$ cat src/rtl/core/cramer_linear_solver_unit_defines.svh
// Assertion macros shared by the solver RTL.
`ifndef CRAMER_LINEAR_SOLVER_UNIT_DEFINES_SVH
`define CRAMER_LINEAR_SOLVER_UNIT_DEFINES_SVH

// Same-cycle implication under reset.
`define CRLS_ASSERT_NOW(label, clk, rst_n, ante, cons) \
    label: assert property (@(posedge clk) disable iff (!rst_n) (ante) |-> (cons)) \
        else $error("solver assertion failed");

// Next-cycle implication under reset.
`define CRLS_ASSERT_NEXT(label, clk, rst_n, ante, cons) \
    label: assert property (@(posedge clk) disable iff (!rst_n) (ante) |=> (cons)) \
        else $error("solver assertion failed");

`endif

$ cat src/rtl/core/crls_pkg.sv
// Shared types for the Cramer's rule solver.
package crls_pkg;

    typedef enum logic [3:0] {
        S_LOAD,
        S_TUP,
        S_RD,
        S_OP,
        S_MUL,
        S_ACC,
        S_DET_END,
        S_DIV,
        S_EMIT,
        S_NOSOL
    } state_t;

    localparam int unsigned SOL_WIDTH = 32;
    localparam int unsigned FRAC_BITS = 16;

endpackage

$ cat src/rtl/core/crls_ram.sv
// Generic single-port-write, single-port-read RAM with registered read.
module crls_ram #(
    parameter int unsigned WIDTH = 16,
    parameter int unsigned DEPTH = 20
) (
    input  logic                     clk,
    input  logic                     we,
    input  logic [$clog2(DEPTH)-1:0] waddr,
    input  logic [WIDTH-1:0]         wdata,
    input  logic [$clog2(DEPTH)-1:0] raddr,
    output logic [WIDTH-1:0]         rdata
);

    logic [WIDTH-1:0] mem [DEPTH];

    always_ff @(posedge clk)
    begin
        if (we)
        begin
            mem[waddr] <= wdata;
        end
        rdata <= mem[raddr];
    end

endmodule

$ cat src/rtl/core/cramer_linear_solver_unit.sv
// Top level of the Cramer's rule linear system solver.
// Usage:
//   Load one n-by-n system as n*(n+1) coefficients on the input channel
//   (in_valid/in_ready), row-major, the last of each row the right-hand side.
//   n comes from the system_size register on the APB port (reset value 4);
//   writing it drops a partly loaded system.
//   During loading one item is taken per cycle. After the last coefficient
//   the block stops taking items and works from the coefficient RAM: each
//   determinant walks n^n index tuples and, for each of the n! permutations,
//   does n reads plus n bit-serial multiplies and one accumulate step. Each
//   quotient is computed by restoring division.
//   Results leave on out_valid/out_ready: n Q16.16 solutions, or one
//   no_solution result when the main determinant is zero; last_result marks
//   the final one. A stalled receiver holds the output register and the
//   sequencer waits before the next result; loading of the next system may
//   begin while the final result still waits.
//   Reset empties the output register, clears the load count and sets
//   system_size to 4. The coefficient RAM needs no clearing.
module cramer_linear_solver_unit #(
    parameter int unsigned MAX_SIZE   = 4,
    parameter int unsigned COEF_WIDTH = 16
) (
    input  logic                         clk,
    input  logic                         rst_n,
    input  logic                         psel,
    input  logic                         penable,
    input  logic                         pwrite,
    input  logic [1:0]                   paddr,
    input  logic [31:0]                  pwdata,
    output logic [31:0]                  prdata,
    output logic                         pready,
    input  logic                         in_valid,
    output logic                         in_ready,
    input  logic signed [COEF_WIDTH-1:0] coefficient,
    output logic                         out_valid,
    input  logic                         out_ready,
    output logic signed [31:0]           solution,
    output logic [1:0]                   variable_index,
    output logic                         no_solution,
    output logic                         saturated,
    output logic                         last_result
);

    `include "cramer_linear_solver_unit_defines.svh"

    localparam int unsigned DEPTH = MAX_SIZE * (MAX_SIZE + 1);
    localparam int unsigned AW    = $clog2(DEPTH);
    localparam int unsigned LCW   = $clog2(DEPTH + 1);
    localparam int unsigned NW    = $clog2(MAX_SIZE + 1);
    localparam int unsigned IW    = (MAX_SIZE > 1) ? $clog2(MAX_SIZE) : 1;
    localparam int unsigned DW    = MAX_SIZE * COEF_WIDTH + 16;
    localparam int unsigned QW    = DW + crls_pkg::FRAC_BITS;
    localparam int unsigned BW    = $clog2(COEF_WIDTH);
    localparam int unsigned DCW   = $clog2(QW + 1);

    crls_pkg::state_t state_reg, state_next;

    logic [2:0]               size_reg;
    logic [LCW-1:0]           load_count_reg;
    logic [IW-1:0]            dig_reg [MAX_SIZE];
    logic [IW-1:0]            dig_next [MAX_SIZE];
    logic [IW-1:0]            row_reg, row_next;
    logic [IW-1:0]            col_reg, col_next;
    logic                     main_reg, main_next;
    logic signed [DW-1:0]     acc_reg, acc_next;
    logic signed [DW-1:0]     det_main_reg, det_main_next;
    logic signed [DW-1:0]     p_reg, p_next;
    logic signed [DW-1:0]     msrc_reg, msrc_next;
    logic [COEF_WIDTH-1:0]    mag_reg, mag_next;
    logic [BW-1:0]            bit_reg, bit_next;
    logic [QW-1:0]            qd_reg, qd_next;
    logic [DW:0]              rem_reg, rem_next;
    logic [DW-1:0]            den_reg, den_next;
    logic                     neg_reg, neg_next;
    logic [DCW-1:0]           dcnt_reg, dcnt_next;

    logic                     out_valid_reg;
    logic signed [31:0]       solution_reg;
    logic [1:0]               index_reg;
    logic                     nosol_reg;
    logic                     sat_reg;
    logic                     last_reg;

    logic [NW-1:0]            n_eff;
    logic [LCW-1:0]           total;
    logic                     cfg_wr;
    logic                     in_fire;
    logic                     final_item;
    logic                     slot_free;
    logic                     perm_ok;
    logic                     parity;
    logic                     wrap;
    logic [IW-1:0]            dig_inc [MAX_SIZE];
    logic [NW-1:0]            cm;
    logic [AW-1:0]            rd_addr;
    logic [COEF_WIDTH-1:0]    rd_data;
    logic signed [COEF_WIDTH-1:0] coef_s;
    logic signed [DW-1:0]     mul_sum;
    logic [DW:0]              rem_sh;
    logic                     q_bit;
    logic [DW-1:0]            acc_mag;
    logic [DW-1:0]            det_mag;
    logic [QW-1:0]            lim;
    logic                     sat_c;
    logic [31:0]              mag32;
    logic signed [31:0]       sol_c;
    logic                     col_last;
    logic                     row_last;

    always_comb
    begin
        if (size_reg == 3'd0)
        begin
            n_eff = NW'(1);
        end
        else if (32'(size_reg) > MAX_SIZE)
        begin
            n_eff = NW'(MAX_SIZE);
        end
        else
        begin
            n_eff = NW'(size_reg);
        end
    end

    assign total      = LCW'(LCW'(n_eff) * (LCW'(n_eff) + LCW'(1)));
    assign cfg_wr     = psel && penable && pwrite;
    assign pready     = 1'b1;
    assign prdata     = {29'd0, size_reg};
    assign in_fire    = in_valid && in_ready;
    assign final_item = (load_count_reg + LCW'(1)) == total;
    assign slot_free  = !out_valid_reg || out_ready;
    assign col_last   = NW'(col_reg) == (n_eff - NW'(1));
    assign row_last   = NW'(row_reg) == (n_eff - NW'(1));

    // permutation test and sign of the current index tuple
    always_comb
    begin
        perm_ok = 1'b1;
        parity  = 1'b0;
        for (int i = 0; i < MAX_SIZE; i++)
        begin
            for (int j = 0; j < MAX_SIZE; j++)
            begin
                if ((i < j) && (j < int'(n_eff)))
                begin
                    if (dig_reg[i] == dig_reg[j])
                    begin
                        perm_ok = 1'b0;
                    end
                    if (dig_reg[i] > dig_reg[j])
                    begin
                        parity = ~parity;
                    end
                end
            end
        end
    end

    // advance the index tuple
    always_comb
    begin
        wrap = 1'b1;
        for (int i = 0; i < MAX_SIZE; i++)
        begin
            dig_inc[i] = dig_reg[i];
            if ((i < int'(n_eff)) && wrap)
            begin
                if (NW'(dig_reg[i]) == (n_eff - NW'(1)))
                begin
                    dig_inc[i] = '0;
                end
                else
                begin
                    dig_inc[i] = IW'(dig_reg[i] + 1'b1);
                    wrap       = 1'b0;
                end
            end
        end
    end

    assign cm      = (!main_reg && (col_reg == dig_reg[row_reg])) ? n_eff
                                                                  : NW'(dig_reg[row_reg]);
    assign rd_addr = AW'(LCW'(row_reg) * (LCW'(n_eff) + LCW'(1)) + LCW'(cm));
    assign coef_s  = signed'(rd_data);
    assign mul_sum = (p_reg <<< 1) + (mag_reg[bit_reg] ? msrc_reg : '0);
    assign rem_sh  = {rem_reg[DW-1:0], qd_reg[QW-1]};
    assign q_bit   = rem_sh >= {1'b0, den_reg};
    assign acc_mag = acc_reg[DW-1] ? DW'(-acc_reg) : DW'(acc_reg);
    assign det_mag = det_main_reg[DW-1] ? DW'(-det_main_reg) : DW'(det_main_reg);
    assign lim     = neg_reg ? QW'(64'h8000_0000) : QW'(64'h7FFF_FFFF);
    assign sat_c   = qd_reg > lim;
    assign mag32   = sat_c ? lim[31:0] : qd_reg[31:0];
    assign sol_c   = neg_reg ? signed'(32'(-mag32)) : signed'(mag32);

    crls_ram #(
        .WIDTH(COEF_WIDTH),
        .DEPTH(DEPTH)
    ) u_store (
        .clk  (clk),
        .we   (in_fire),
        .waddr(load_count_reg[AW-1:0]),
        .wdata(coefficient),
        .raddr(rd_addr),
        .rdata(rd_data)
    );

    // next state
    always_comb
    begin
        state_next = state_reg;
        case (state_reg)
            crls_pkg::S_LOAD:
            begin
                if (in_fire && final_item)
                begin
                    state_next = crls_pkg::S_TUP;
                end
            end
            crls_pkg::S_TUP:
            begin
                if (perm_ok)
                begin
                    state_next = crls_pkg::S_RD;
                end
                else if (wrap)
                begin
                    state_next = crls_pkg::S_DET_END;
                end
            end
            crls_pkg::S_RD:
            begin
                state_next = crls_pkg::S_OP;
            end
            crls_pkg::S_OP:
            begin
                state_next = crls_pkg::S_MUL;
            end
            crls_pkg::S_MUL:
            begin
                if (bit_reg == '0)
                begin
                    state_next = row_last ? crls_pkg::S_ACC : crls_pkg::S_RD;
                end
            end
            crls_pkg::S_ACC:
            begin
                state_next = wrap ? crls_pkg::S_DET_END : crls_pkg::S_TUP;
            end
            crls_pkg::S_DET_END:
            begin
                if (!main_reg)
                begin
                    state_next = crls_pkg::S_DIV;
                end
                else if (acc_reg == '0)
                begin
                    state_next = crls_pkg::S_NOSOL;
                end
                else
                begin
                    state_next = crls_pkg::S_TUP;
                end
            end
            crls_pkg::S_DIV:
            begin
                if (dcnt_reg == DCW'(1))
                begin
                    state_next = crls_pkg::S_EMIT;
                end
            end
            crls_pkg::S_EMIT:
            begin
                if (slot_free)
                begin
                    state_next = col_last ? crls_pkg::S_LOAD : crls_pkg::S_TUP;
                end
            end
            crls_pkg::S_NOSOL:
            begin
                if (slot_free)
                begin
                    state_next = crls_pkg::S_LOAD;
                end
            end
            default:
            begin
                state_next = crls_pkg::S_LOAD;
            end
        endcase
    end

    // datapath
    always_comb
    begin
        in_ready      = state_reg == crls_pkg::S_LOAD;
        dig_next      = dig_reg;
        row_next      = row_reg;
        col_next      = col_reg;
        main_next     = main_reg;
        acc_next      = acc_reg;
        det_main_next = det_main_reg;
        p_next        = p_reg;
        msrc_next     = msrc_reg;
        mag_next      = mag_reg;
        bit_next      = bit_reg;
        qd_next       = qd_reg;
        rem_next      = rem_reg;
        den_next      = den_reg;
        neg_next      = neg_reg;
        dcnt_next     = dcnt_reg;
        case (state_reg)
            crls_pkg::S_LOAD:
            begin
                main_next = 1'b1;
                col_next  = '0;
                acc_next  = '0;
                for (int i = 0; i < MAX_SIZE; i++)
                begin
                    dig_next[i] = '0;
                end
            end
            crls_pkg::S_TUP:
            begin
                row_next = '0;
                p_next   = DW'(1);
                if (!perm_ok)
                begin
                    dig_next = dig_inc;
                end
            end
            crls_pkg::S_OP:
            begin
                mag_next  = coef_s[COEF_WIDTH-1] ? COEF_WIDTH'(-coef_s)
                                                 : COEF_WIDTH'(coef_s);
                msrc_next = coef_s[COEF_WIDTH-1] ? -p_reg : p_reg;
                p_next    = '0;
                bit_next  = BW'(COEF_WIDTH - 1);
            end
            crls_pkg::S_MUL:
            begin
                p_next   = mul_sum;
                bit_next = bit_reg - BW'(1);
                if ((bit_reg == '0) && !row_last)
                begin
                    row_next = IW'(row_reg + 1'b1);
                end
            end
            crls_pkg::S_ACC:
            begin
                acc_next = parity ? acc_reg - p_reg : acc_reg + p_reg;
                dig_next = dig_inc;
            end
            crls_pkg::S_DET_END:
            begin
                if (main_reg)
                begin
                    det_main_next = acc_reg;
                    main_next     = 1'b0;
                    col_next      = '0;
                    acc_next      = '0;
                end
                else
                begin
                    neg_next  = acc_reg[DW-1] ^ det_main_reg[DW-1];
                    qd_next   = {acc_mag, {crls_pkg::FRAC_BITS{1'b0}}};
                    rem_next  = '0;
                    den_next  = det_mag;
                    dcnt_next = DCW'(QW);
                end
            end
            crls_pkg::S_DIV:
            begin
                rem_next  = q_bit ? rem_sh - {1'b0, den_reg} : rem_sh;
                qd_next   = {qd_reg[QW-2:0], q_bit};
                dcnt_next = dcnt_reg - DCW'(1);
            end
            crls_pkg::S_EMIT:
            begin
                if (slot_free && !col_last)
                begin
                    col_next = IW'(col_reg + 1'b1);
                    acc_next = '0;
                    for (int i = 0; i < MAX_SIZE; i++)
                    begin
                        dig_next[i] = '0;
                    end
                end
            end
            default:
            begin
                acc_next = acc_reg;
            end
        endcase
    end

    always_ff @(posedge clk or negedge rst_n)
    begin
        if (!rst_n)
        begin
            state_reg      <= crls_pkg::S_LOAD;
            size_reg       <= 3'd4;
            load_count_reg <= '0;
            main_reg       <= 1'b1;
            out_valid_reg  <= 1'b0;
        end
        else
        begin
            state_reg <= state_next;
            main_reg  <= main_next;
            if (cfg_wr)
            begin
                size_reg       <= pwdata[2:0];
                load_count_reg <= '0;
            end
            else if (in_fire)
            begin
                load_count_reg <= final_item ? '0 : LCW'(load_count_reg + 1'b1);
            end
            if ((state_reg == crls_pkg::S_EMIT || state_reg == crls_pkg::S_NOSOL)
                && slot_free)
            begin
                out_valid_reg <= 1'b1;
            end
            else if (out_ready)
            begin
                out_valid_reg <= 1'b0;
            end
        end
    end

    always_ff @(posedge clk)
    begin
        dig_reg      <= dig_next;
        row_reg      <= row_next;
        col_reg      <= col_next;
        acc_reg      <= acc_next;
        det_main_reg <= det_main_next;
        p_reg        <= p_next;
        msrc_reg     <= msrc_next;
        mag_reg      <= mag_next;
        bit_reg      <= bit_next;
        qd_reg       <= qd_next;
        rem_reg      <= rem_next;
        den_reg      <= den_next;
        neg_reg      <= neg_next;
        dcnt_reg     <= dcnt_next;
        if (slot_free)
        begin
            if (state_reg == crls_pkg::S_EMIT)
            begin
                solution_reg <= sol_c;
                index_reg    <= 2'(col_reg);
                nosol_reg    <= 1'b0;
                sat_reg      <= sat_c;
                last_reg     <= col_last;
            end
            else if (state_reg == crls_pkg::S_NOSOL)
            begin
                solution_reg <= '0;
                index_reg    <= '0;
                nosol_reg    <= 1'b1;
                sat_reg      <= 1'b0;
                last_reg     <= 1'b1;
            end
        end
    end

    assign out_valid      = out_valid_reg;
    assign solution       = solution_reg;
    assign variable_index = index_reg;
    assign no_solution    = nosol_reg;
    assign saturated      = sat_reg;
    assign last_result    = last_reg;

    `CRLS_ASSERT_NOW(a_no_load_while_busy, clk, rst_n,
        state_reg != crls_pkg::S_LOAD, !in_ready)
    `CRLS_ASSERT_NOW(a_nosol_is_last, clk, rst_n, out_valid_reg && nosol_reg, last_reg)
    `CRLS_ASSERT_NEXT(a_emit_waits, clk, rst_n,
        state_reg == crls_pkg::S_EMIT && out_valid_reg && !out_ready,
        state_reg == crls_pkg::S_EMIT)

endmodule
$ cat config.mk
export PLATFORM = sky130hd
export DESIGN_NAME = cramer_linear_solver_unit
export DESIGN_NICKNAME = d
export VERILOG_FILES = /design/src/rtl/core/crls_pkg.sv /design/src/rtl/core/crls_ram.sv /design/src/rtl/core/cramer_linear_solver_unit.sv
export VERILOG_INCLUDE_DIRS = /design/src /design/src/rtl/core
export SDC_FILE = /design/constraint.sdc
export NUM_CORES = 2
export LEC_CHECK = 0
export BUFFER_PORTS_ARGS = -buffer_cell sky130_fd_sc_hd__buf_2
export CAP_MARGIN = 10
export CORE_MARGIN = 2
export CORE_UTILIZATION = 45
export DETAILED_ROUTE_END_ITERATION = 10
export PLACE_DENSITY_LB_ADDON = 0.3
export SKIP_CTS_REPAIR_TIMING = 1
export SLEW_MARGIN = 20
export SYNTH_ARGS = -nofsm -noshare
export SYNTH_HDL_FRONTEND = slang
export SYNTH_SLANG_ARGS = --single-unit
$ cat constraint.sdc
create_clock -name clk -period 12 [get_ports clk]
set_clock_uncertainty 0.1 [all_clocks]
set_input_delay 2.4 -clock clk [delete_from_list [all_inputs] [get_ports clk]]
set_output_delay 2.4 -clock clk [all_outputs]
set_load 0.01 [all_outputs]
==> results.yml <==
routing:
  drtAntennaViolNets: 0
  drt_pass1_iterations: 6
  first_iter_violations: 3406
  drc: 0
  vias: 43681
  wl_per_cell_um: 19.1
  wl_um: 145000
  via_per_inst: 5.72
power_and_ir_drop:
  p_sw_mw: 2.30
  p_seq_share_pct: 44.2
  p_total_mw: 8.93
  power_density_nw_per_um2: 133
  clock_power_share_pct: 37.7
  p_int_mw: 6.63
  p_leak_nw: 24.1
  peakVddDrop_mv: 0.211
  pwr-share-comb_pct: 18.2
  switching_share_pct: 25.8
layout:
  syn_to_final_growth_pct: 9.32
  largest_reg_flops: 320
  layout-drive-gt1-share_pct: 8.88
  layout_common_cells: "edfxtp_1 (973), nand2_1 (552), nor2_1 (493)"
  n_fill_cell: 11958
  layout.nets: 6118
  layout_commonest_cell: "edfxtp_1"
timing:
  grt_setup_unrepaired: "no"
  slew_headroom_pct: 31.1
  setup_viol: 0
  fin_crit_ns: 7.48
  tightest_slew_ns: 1.03
  period_share_pct: 62.3
  fmax_mhz: 134
  finalMaxSlewViolations: 0
  hold_viol_final: 0
  fin_setup_tns_ns: 0
floorplan:
  ios: 129
  die_w_um: 373
  core_area_um2: 135000
  initial_core_util_pct: 45.3
  die_area_um2: 139000
  die_h_um: 373
  rows: 135
clock_tree:
  cts_max_level: 3
  cts_made_buffers: 109
  cts.sinks: 1003
  clkTransAtPathRegs_ns: 0.07
  clockBufferDepth: 3
  cts_tree: "yes"
  clockRootBuffer: "clkbuf_16"
  insertion_delay_ns: 0.74
setup_path:
  worstSetupPathType: "flop to flop"
  cpMostUsedCell: "or3_4"
  arrival_ns: 7.85
  path_max_fanout: 9
  endpoint_kind: "flop"
  cp.required_ns: 12.37
  start_kind: "flop"
  worst_path_largest_cell_delay_ns: 0.79
  path_cells: "nor4_2 -> nand3_1 -> nor4_1 -> nand3_2 -> or3_4 -> or2_4 -> or3_4 -> or3_4 -> or3_4 -> o21ai_2 -> xor2_1 -> ha_1 -> a21o_1 -> a21o_1 -> a21oi_1 -> o211ai_1 -> a21o_1 -> a221o_1 -> a221o_1 -> a21oi_1 -> mux2i_1 -> a41oi_1 -> o31ai_1"
  slowest_stage: "nor4_1"
grt:
  grt.overflow.total: 0
  grt_pass1_vias: 41885
  antenna_found_initial: 6
  grt_max_degree: 176
  grt_use_total_pct: 20.5
  grt_pass1_wl_um: 231000
place:
  gp_congestion: 0.936
  dpl.hpwl_um: 103000
  port_buffers: 67
yosys:
  ys_ff_latch: 1003
  synth_edf_count: 973
  synthCells: 5774
  ys_seq_area_share_pct: 48.7
  synth-async-reset-ratio_pct: 1.40
  yosysWarningCount: 0
  avgSynthCellArea_um2: 10.6
  synth_ff_type: "edfxtp_1"
  synth_area_um2: 61300
  synth_cell_types: 94
run:
  max_cap_viol_count: 0
outcome:
  outcome: "finished clean"
worst_hold_path:
  hp-class: "flop to flop"
-- critical path, delay by kind of cell (launching register included) --
family | cells | cell delay, ns
AND/OR/NAND/NOR | 9 | 3.55
AO/OA/AOI/OAI | 11 | 2.41
flip-flops | 1 | 0.50
adder cells (fa/ha/maj) | 1 | 0.36
XOR/XNOR | 1 | 0.16
multiplexers | 1 | 0.11
-- worst paths after layout --
path,to,slack (ns),startpoint,depth (start not counted)
setup / recovery,acc_reg[78]$_SDFFCE_PN0P_,4.52,p_reg[0]$_DFFE_PP_,23
hold / removal,den_reg[0]$_DFFE_PP_,0.40,det_main_reg[0]$_DFFE_PP_,0
setup reg to reg,acc_reg[78]$_SDFFCE_PN0P_,4.52,p_reg[0]$_DFFE_PP_,23
hold reg to reg,den_reg[0]$_DFFE_PP_,0.40,det_main_reg[0]$_DFFE_PP_,0
max in group asynchronous,main_reg$_DFFE_PN1P_,10.03,rst_n,1
min in group asynchronous,load_count_reg[2]$_DFFE_PN0P_,1.47,rst_n,1
-- cell usage after synthesis (46+ instances only) --
| library cell | count | area [um^2] |
|---|---|---|
| a21o_1 | 169 | 1270 |
| a21oi_1 | 383 | 1920 |
| a31oi_1 | 47 | 294 |
| and2_1 | 118 | 738 |
| and3_1 | 46 | 288 |
| clkbuf_1 | 240 | 901 |
| edfxtp_1 | 973 | 29200 |
| ha_1 | 303 | 3790 |
| inv_1 | 181 | 679 |
| mux4_2 | 103 | 2320 |
| nand2_1 | 554 | 2080 |
| nand2b_1 | 54 | 338 |
| nand3_1 | 103 | 515 |
| nand4_1 | 81 | 507 |
| nor2_1 | 495 | 1860 |
| nor3_1 | 107 | 536 |
| nor4_1 | 55 | 344 |
| o21ai_0 | 377 | 1890 |
| o21bai_1 | 58 | 435 |
| o31ai_1 | 83 | 623 |
| or3_1 | 79 | 494 |
| xnor2_1 | 316 | 2770 |
| xor2_1 | 269 | 2360 |
-- kinds of logic after synthesis --
logic type,after synthesis,synth area share [%]
AOI/OAI and AO/OA,1380,14.0
xor gates and xnor gates,585,8.35
adders and majority gates,311,6.44
buffers and inverters,476,3.10
DFF,1003,48.7
muxes,146,4.53
other,2,0.0122
and+or+nand+nor,1871,14.8
-- per-layer routing --
layer | GRT usage (%) | share of wire (%) | vias up
li1 | - | - | 21340
met1 | 28.7 | 46 | 20980
met2 | 33.0 | 46 | 1117
met3 | 2.55 | 4.6 | 244
met4 | 6.96 | 3.2 | 0
met5 | 0 | 0 | -
-- cell type report --
| cell class | instances | area (um^2) | area share (%) |
|---|---|---|---|
| multi-input combinational | 4326 | 29800 | 44.4 |
| tap | 1781 | 2230 | 3.32 |
| clock inverter | 84 | 852 | 1.27 |
| sequential | 1003 | 29900 | 44.6 |
| inverter | 183 | 688 | 1.03 |
| antenna | 4 | 10.0 | 0.0149 |
| timing repair buffer | 127 | 811 | 1.21 |
| clock buffer | 124 | 2780 | 4.15 |
-- through the flow --
step | setup WS (ns) | std cells | utilization [%] | area (um^2) | hold slack [ns]
finish | 4.52 | 7632 | 49.6 | 67100 | 0.399
global route | 4.08 | 7630 | 49.6 | 67100 | 0.419
CTS | 4.56 | 7627 | 49.5 | 67000 | 0.398
detailed placement | 4.60 | 7419 | 46.9 | 63400 | 0.420
global placement | 4.64 | 7419 | 46.9 | 63400 | 0.402
floorplan | 0.212 | 5805 | - | 61500 | 0.324
-- power groups by stage --
stage	Clock (mW)	Sequential [mW]	Combinational (mW)
after floorplan	0	4.00	1.28
after global placement	0	4.02	1.63
after detailed placement	0	4.02	1.64
after CTS	3.44	3.94	1.65
after global routing	3.57	3.95	1.76
final	3.36	3.95	1.62
No activity file was read; power rests on OpenSTA's default activity.
